===== config.mk =====
export PLATFORM = sky130hd
export DESIGN_NAME = rptb_queue
export DESIGN_NICKNAME = d
export VERILOG_FILES = /design/src/sv/rptb_pkg.sv /design/src/sv/rptb_queue.sv
export SDC_FILE = /design/constraint.sdc
export NUM_CORES = 1
export LEC_CHECK = 0
export ABC_AREA = 1
export BUFFER_PORTS_ARGS = -buffer_cell sky130_fd_sc_hd__buf_2
export CORE_MARGIN = 2
export CORE_UTILIZATION = 25
export CTS_CLUSTER_DIAMETER = 30
export DETAILED_ROUTE_END_ITERATION = 7
export GPL_ROUTABILITY_DRIVEN = 1
export PLACE_DENSITY = 0.51
export RECOVER_POWER = 50
export SLEW_MARGIN = 15
export SYNTH_ARGS = -nofsm -noshare
export SYNTH_HDL_FRONTEND = slang
export SYNTH_SLANG_ARGS = --single-unit

===== constraint.sdc =====
create_clock -name clk -period 15.3 [get_ports clk]
set_input_delay 3.06 -clock clk [delete_from_list [all_inputs] [get_ports clk]]
set_output_delay 3.06 -clock clk [all_outputs]
set_load 0.01 [all_outputs]

===== src/sv/rptb_pkg.sv =====
// ----------------------------------------------------------------------------
// rptb_pkg
// Types, constants and tables shared by the polygon transform block.
// ----------------------------------------------------------------------------
package rptb_pkg;

    localparam int ANGLE_BITS_DEF = 16;
    localparam int COORD_BITS_DEF = 32;
    localparam int NUM_VERTS      = 15;
    localparam int NUM_TRIS       = 13;
    localparam int NUM_RESULTS    = 29;
    localparam int CORDIC_STEPS   = 16;
    localparam int STEP_BITS      = 4;
    localparam int VIDX_BITS      = 4;
    localparam int RIDX_BITS      = 5;
    // Q2.30 working width for the rotator, with guard bits
    localparam int CW             = 34;
    localparam logic signed [CW-1:0] CORDIC_GAIN = 34'sd652032874;

    typedef enum logic [1:0] {
        KIND_VERTEX = 2'd0,
        KIND_POLY   = 2'd1,
        KIND_TRI    = 2'd2
    } kind_t;

    typedef struct packed {
        logic [15:0]        instance_req;
        logic [15:0]        angle;
        logic signed [31:0] centre_x;
        logic signed [31:0] centre_y;
    } in_item_t;

    typedef struct packed {
        logic [15:0]        tag;
        logic [1:0]         kind;
        logic [3:0]         part;
        logic signed [31:0] x_low;
        logic signed [31:0] x_high;
        logic signed [31:0] y_low;
        logic signed [31:0] y_high;
        logic               last;
    } out_item_t;

    // queue entry between front and back: tag, cos, sin, centre
    typedef struct packed {
        logic [15:0]            tag;
        logic signed [CW-1:0]   cos_v;
        logic signed [CW-1:0]   sin_v;
        logic signed [31:0]     cx;
        logic signed [31:0]     cy;
    } trig_t;

    function automatic logic [31:0] atan_turn(input logic [STEP_BITS-1:0] k);
        logic [31:0] r;
        case (k)
            4'd0:  r = 32'd536870912;
            4'd1:  r = 32'd316933406;
            4'd2:  r = 32'd167458907;
            4'd3:  r = 32'd85004756;
            4'd4:  r = 32'd42667331;
            4'd5:  r = 32'd21354465;
            4'd6:  r = 32'd10679838;
            4'd7:  r = 32'd5340245;
            4'd8:  r = 32'd2670163;
            4'd9:  r = 32'd1335087;
            4'd10: r = 32'd667544;
            4'd11: r = 32'd333772;
            4'd12: r = 32'd166886;
            4'd13: r = 32'd83443;
            4'd14: r = 32'd41722;
            default: r = 32'd20861;
        endcase
        return r;
    endfunction

    // base vertex coordinates, Q2.16 in 18 signed bits (Q16.16 scale)
    function automatic logic signed [17:0] vert_x(input logic [VIDX_BITS-1:0] v);
        logic signed [17:0] r;
        case (v)
            4'd0:  r = 18'sd0;
            4'd1:  r = 18'sd8192;
            4'd2:  r = 18'sd4096;
            4'd3:  r = 18'sd13107;
            4'd4:  r = 18'sd6554;
            4'd5:  r = 18'sd22938;
            4'd6:  r = 18'sd4915;
            4'd7:  r = 18'sd4915;
            4'd8:  r = -18'sd4915;
            4'd9:  r = -18'sd4915;
            4'd10: r = -18'sd22938;
            4'd11: r = -18'sd6554;
            4'd12: r = -18'sd13107;
            4'd13: r = -18'sd4096;
            4'd14: r = -18'sd8192;
            default: r = 18'sd0;
        endcase
        return r;
    endfunction

    function automatic logic signed [17:0] vert_y(input logic [VIDX_BITS-1:0] v);
        logic signed [17:0] r;
        case (v)
            4'd0:  r = 18'sd52429;
            4'd1, 4'd2, 4'd13, 4'd14: r = 18'sd32768;
            4'd3, 4'd4, 4'd11, 4'd12: r = 18'sd16384;
            4'd7, 4'd8: r = -18'sd13107;
            default: r = 18'sd0;
        endcase
        return r;
    endfunction

    // triangle fan corners, packed {a,b,c}
    function automatic logic [11:0] tri_corners(input logic [VIDX_BITS-1:0] t);
        logic [11:0] r;
        case (t)
            4'd0:  r = {4'd0, 4'd1, 4'd2};
            4'd1:  r = {4'd2, 4'd3, 4'd4};
            4'd2:  r = {4'd0, 4'd2, 4'd4};
            4'd3:  r = {4'd4, 4'd5, 4'd6};
            4'd4:  r = {4'd0, 4'd4, 4'd6};
            4'd5:  r = {4'd0, 4'd6, 4'd7};
            4'd6:  r = {4'd0, 4'd7, 4'd8};
            4'd7:  r = {4'd0, 4'd8, 4'd9};
            4'd8:  r = {4'd9, 4'd10, 4'd11};
            4'd9:  r = {4'd0, 4'd9, 4'd11};
            4'd10: r = {4'd11, 4'd12, 4'd13};
            4'd11: r = {4'd0, 4'd11, 4'd13};
            default: r = {4'd0, 4'd13, 4'd14};
        endcase
        return r;
    endfunction

endpackage


===== src/sv/rptb_queue.sv =====
// ----------------------------------------------------------------------------
// rptb_queue
// Two-entry queue of trig items between front and back.
// ----------------------------------------------------------------------------
module rptb_queue
    import rptb_pkg::*;
(
    input  logic  clk,
    input  logic  rst_n,
    input  logic  wr_valid,
    output logic  wr_ready,
    input  trig_t wr_item,
    output logic  rd_valid,
    input  logic  rd_ready,
    output trig_t rd_item
);

    trig_t       mem_reg [2];
    logic        wp_reg, rp_reg;
    logic [1:0]  cnt_reg, cnt_next;
    logic        wr_en, rd_en;

    assign wr_ready = cnt_reg != 2'd2;
    assign rd_valid = cnt_reg != 2'd0;
    assign rd_item  = mem_reg[rp_reg];
    assign wr_en    = wr_valid && wr_ready;
    assign rd_en    = rd_valid && rd_ready;

    always_comb
    begin
        cnt_next = cnt_reg + {1'b0, wr_en} - {1'b0, rd_en};
    end

    always_ff @(posedge clk or negedge rst_n)
    begin
        if (!rst_n)
        begin
            wp_reg  <= 1'b0;
            rp_reg  <= 1'b0;
            cnt_reg <= '0;
        end
        else
        begin
            if (wr_en) wp_reg <= !wp_reg;
            if (rd_en) rp_reg <= !rp_reg;
            cnt_reg <= cnt_next;
        end
    end

    always_ff @(posedge clk)
    begin
        if (wr_en) mem_reg[wp_reg] <= wr_item;
    end

    a_cnt: assert property (@(posedge clk) disable iff (!rst_n)
        cnt_reg != 2'd3) else $error("queue count overflow");

endmodule


---- After elaboration in Yosys (flattened, before gate mapping) ----
Memories as Yosys holds them, arrays and structs flattened.
Index checks and enable logic that the tools add are counted.
word-level totals
  register bits after elaboration ......... 4
  memory bits (writable) .................. 296
  input bits .............................. 152
  memories ................................ 1
operators by class
  add/sub/neg operators ................... 2
  eq/ne operators ......................... 1
  mux-type cells .......................... 2
  reductions and logical operators ........ 5
memory list
  name     words  bits a word  rd ports  clocked after Yosys merged registers in  wr ports  line              text
  mem_reg  2      148          1         0                                        1         rptb_queue.sv:18  trig_t mem_reg [2];
operators with widths
  kind                count
  $add 2x1->2         1
  $logic_and 1x1->1   2
  $logic_not 1->1     2
  $mux 1              2
  $ne 2x2->1 const B  1
  $reduce_bool 2->1   1
  $sub 2x1->2         1

---- Logic depth before layout (Yosys ltp) ----
  depth after elaboration ................. 4
  depth in mapped cells ................... 12

---- Worst setup path before layout ----
Ideal clock, no wire load.
  path kind ............................... input-to-reg
  start ................................... input wr_valid
  end ..................................... memory mem_reg[1][0] (netlist bit) (enable)
  setup time .............................. 659 ps
  arrival time ............................ 9,334 ps
  setup slack ............................. 5,307 ps
  cell stages on the path ................. 2
  buffers on the path ..................... 0
  cell sequence ........................... nand2_1 > nor2_1
between the ends
  word-level cells in the longest chain between the ends .. 3
RTL lines
  element                       line              text
  from (decl)                   rptb_queue.sv:10  input logic wr_valid,
  $logic_and 1x1->1             rptb_queue.sv:26  assign wr_en = wr_valid && wr_ready;
  $mux 1                        rptb_queue.sv:52  if (wr_en) mem_reg[wp_reg] <= wr_item;
  $mux 1 (not written as such)  rptb_queue.sv:52
  to (decl)                     rptb_queue.sv:18
Every way passes these cells.

==> flow_metrics.py <==
metrics = {
    "detailed_routing": {
        "avgRoutedWirePerCell_um": 14.9,
        "drtIter0Drc": 443,
        "viasPerCell": 3.98,
        "ant_nets": 0,
        "first_pass_iters": 4,
        "wirelength_um": 26900,
        "routed-via-count": 7184,
        "route.detailed.drc": 0,
    },
    "placed_design": {
        "gp_congestion": 0.754,
        "placed_cell_area_um2": 13100,
        "portBuffers": 301,
        "dp_hpwl_um": 16300,
    },
    "yosys": {
        "syn_area_um2": 11100,
        "synth-edff-count": 296,
        "synth.distinct_cells": 15,
        "syn_nets": 958,
        "synth_top_area_cell": "edfxtp_1",
        "synth.avg_cell_area_um2": 13.7,
        "synth_top_family_by_area": "simple AND/OR/NAND/NOR gates",
        "synthFlopType": "edfxtp_1",
        "synth_compound_area_share_pct": 0.0906,
        "syn_inst": 805,
        "yosys.area_share.xor_xnor_pct": 0.0792,
        "synth-adder-area-share_pct": 0.113,
        "yosysMostFrequentCell": "nand2_1",
        "yosysWarnings": 0,
        "synthSimpleGateAreaFrac_pct": 15.6,
        "synth_common_cells": "453 x nand2_1, 296 x edfxtp_1, 17 x buf_2",
        "seq_area_frac_synth_pct": 81.3,
        "ys_ff_latch": 300,
        "netlist.area_leader.share_pct": 80.4,
        "yosys-top-cells-area": "edfxtp_1 80%, nand2_1 15%, buf_6 1.4%",
        "synthArstFlopShare_pct": 1.33,
        "muxShareOfSynthArea_pct": 0,
    },
    "critical_path": {
        "reg2reg_from": "cnt_reg[0]",
        "cp_max_fo": 80,
        "path_buf_inv": 3,
        "crit_chain": "inv_4 > buf_4 > nand2_1 > nand2_1 > buf_2",
        "crit_path_max_incr_delay_ps": 840,
        "worstSetupStartpointType": "flip-flop",
        "path_class": "reg -> out",
        "r2r_setup_slack_ps": 11360,
        "crit_slowest_cell": "buf_4",
        "cp.arrival_ps": 3330,
        "crit_top_cell": "nand2_1",
        "cp_data_required_time_ps": 12240,
        "cp-end-kind": "output pin",
        "r2r-end": "mem_reg[1][38]",
        "crit_family": "buffers and inverters",
        "worst-r2r-cell-count": 5,
    },
    "pwr": {
        "p_int_w": 0.00249,
        "switching_share_pct": 30.6,
        "peakVddDrop_mv": 0.128,
        "power.density_nw_per_um2": 231,
        "pwr-share-comb_pct": 22.7,
        "finalPower_w": 0.00359,
        "p_leak_nw": 6.43,
        "clkPwrFrac_pct": 43.6,
        "sequentialPowerShare_pct": 33.7,
        "p_switching_w": 0.00110,
    },
    "timing": {
        "fin_crit_sh_pct": 41.8,
        "setup_violations": 0,
        "fmax_mhz": 156,
        "worst_pin_slew_ps": 3250,
        "finalCriticalPeriod_ps": 6390,
        "setup_tns_ps": 0,
        "finClkSkew_ps": 16.2,
        "rsz0062_at_grt": "false",
        "slew_headroom_pct": -116,
        "hold_viol": 0,
        "drv_slew": 118,
    },
    "finish": {
        "area_growth_syn_to_layout_pct": 40.4,
        "fin_area_um2": 15500,
        "largest_register_ffs": 296,
        "drive_gt1_share_pct": 28.7,
        "multi_input_area_um2": 1760,
        "layout.nets": 1308,
        "register_area_um2": 8990,
        "nFillCells": 4353,
    },
    "global_routing": {
        "grt_pass1_wl_um": 41000,
        "antenna_found_initial": 4,
        "first_global_vias": 7323,
        "grtUsageTotal_pct": 11.7,
        "grt_max_degree": 81,
        "gr-total-overflow": 0,
    },
    "die": {
        "num_io_pins": 302,
        "die_x_um": 214,
        "floorplan.initialDensity_pct": 25.2,
        "design.die.area_um2": 45900,
        "rows": 77,
        "core_um2": 43900,
        "die_h_um": 214,
    },
    "clock_tree": {
        "cts_buffers": 73,
        "post_cts_resized": 0,
        "h-tree-depth": 3,
        "clk_pin_slew_ps": 40,
        "cts_sinks": 300,
        "clock_latency_ps": 570,
        "clockRootBuffer": "clkbuf_16",
        "cts_tree": "yes",
        "hold_buffers": 0,
        "post_cts_buffers": 0,
        "clock_path_buffers": 3,
    },
    "outcome": {
        "outcome": "finished with violations",
        "violations": "capacitance limit, slew limit",
    },
    "hold_path": {
        "worstHoldStart": "wp_reg",
        "holdPathStages": 2,
        "min_path_type": "reg -> reg",
        "worstHoldEndpoint": "wp_reg",
    },
    "flow_run": {
        "drv_cap": 3,
    },
}
[metal layers]
layer | track usage [%] | vias to the layer above | share of wire, % | wire, µm
li1 | - | 3454 | - | -
met1 | 13.6 | 3385 | 42 | 11200
met2 | 17.8 | 277 | 46 | 12300
met3 | 6.20 | 62 | 9.9 | 2680
met4 | 4.98 | 6 | 2.6 | 690
met5 | 0 | - | 0.15 | 41
[placed cells by master (no fill, tap or decap), types with 5 or more instances in the layout]
cell	Yosys	layout
buf_2	17	223
buf_4	1	5
bufinv_16	0	13
clkbuf_1	0	85
clkbuf_16	0	74
clkinv_1	0	10
clkinv_2	0	11
clkinvlp_4	0	10
edfxtp_1	296	296
inv_1	7	7
nand2_1	453	453
nor2_1	5	5
[cells by family after synthesis]
group / Yosys count
AO/OA/AOI/OAI: 2
buffers and inverters: 41
AND/OR/NAND/NOR: 460
adder cells (fa/ha/maj): 1
flip-flops: 300
XOR/XNOR: 1
[power groups by stage]
stage               Clock [W]  Combinational, W  Sequential (W)
floorplan                   0          0.000533         0.00122
global placement            0          0.000846         0.00122
detailed placement          0          0.000849         0.00122
CTS                   0.00160          0.000854         0.00121
global route          0.00165          0.000919         0.00123
finish                0.00156          0.000815         0.00121
[through the flow]
step           hold WS (ps)  worst slack [ps]  instances  util [%]
5_1_grt                 618              8520       1807      35.3
3_5_place_dp            574              9260       1672      29.8
6_report                564              8910       1807      35.3
4_1_cts                 581              8620       1806      35.6
2_1_floorplan           485              5310        805         -
3_3_place_gp            526              9270       1672      29.8
[worst reg2reg max path, stage by stage, from the launching register on]
cell	delay, ps
dfrtp_1	390
inv_1	50
nand2_1	110
nand2_1	150
nor2_1	1820
buf_4	1000
[worst max path at each step]
stage                         from       endpoint  slack, ps  depth (start not counted)
final                       rp_reg    rd_item[65]       8910                          5
after global routing        rp_reg    rd_item[65]       8520                          5
after CTS                   rp_reg    rd_item[65]       8620                          5
after detailed placement    rp_reg    rd_item[65]       9260                          5
after global placement      rp_reg    rd_item[94]       9270                          5
after floorplan           wr_valid  mem_reg[1][0]       5310                          2
[area by class of cell]
type                    instances  area share [%]
well taps                     592            4.77
clock buffers                  80            12.1
diodes                          1          0.0161
flip-flops and latches        300            57.9
repair buffers                308            9.37
inverters                       8           0.210
clock inverters                54            4.28
multi-input cells             464            11.3
Note: power is estimated with default switching activity, not from simulation.
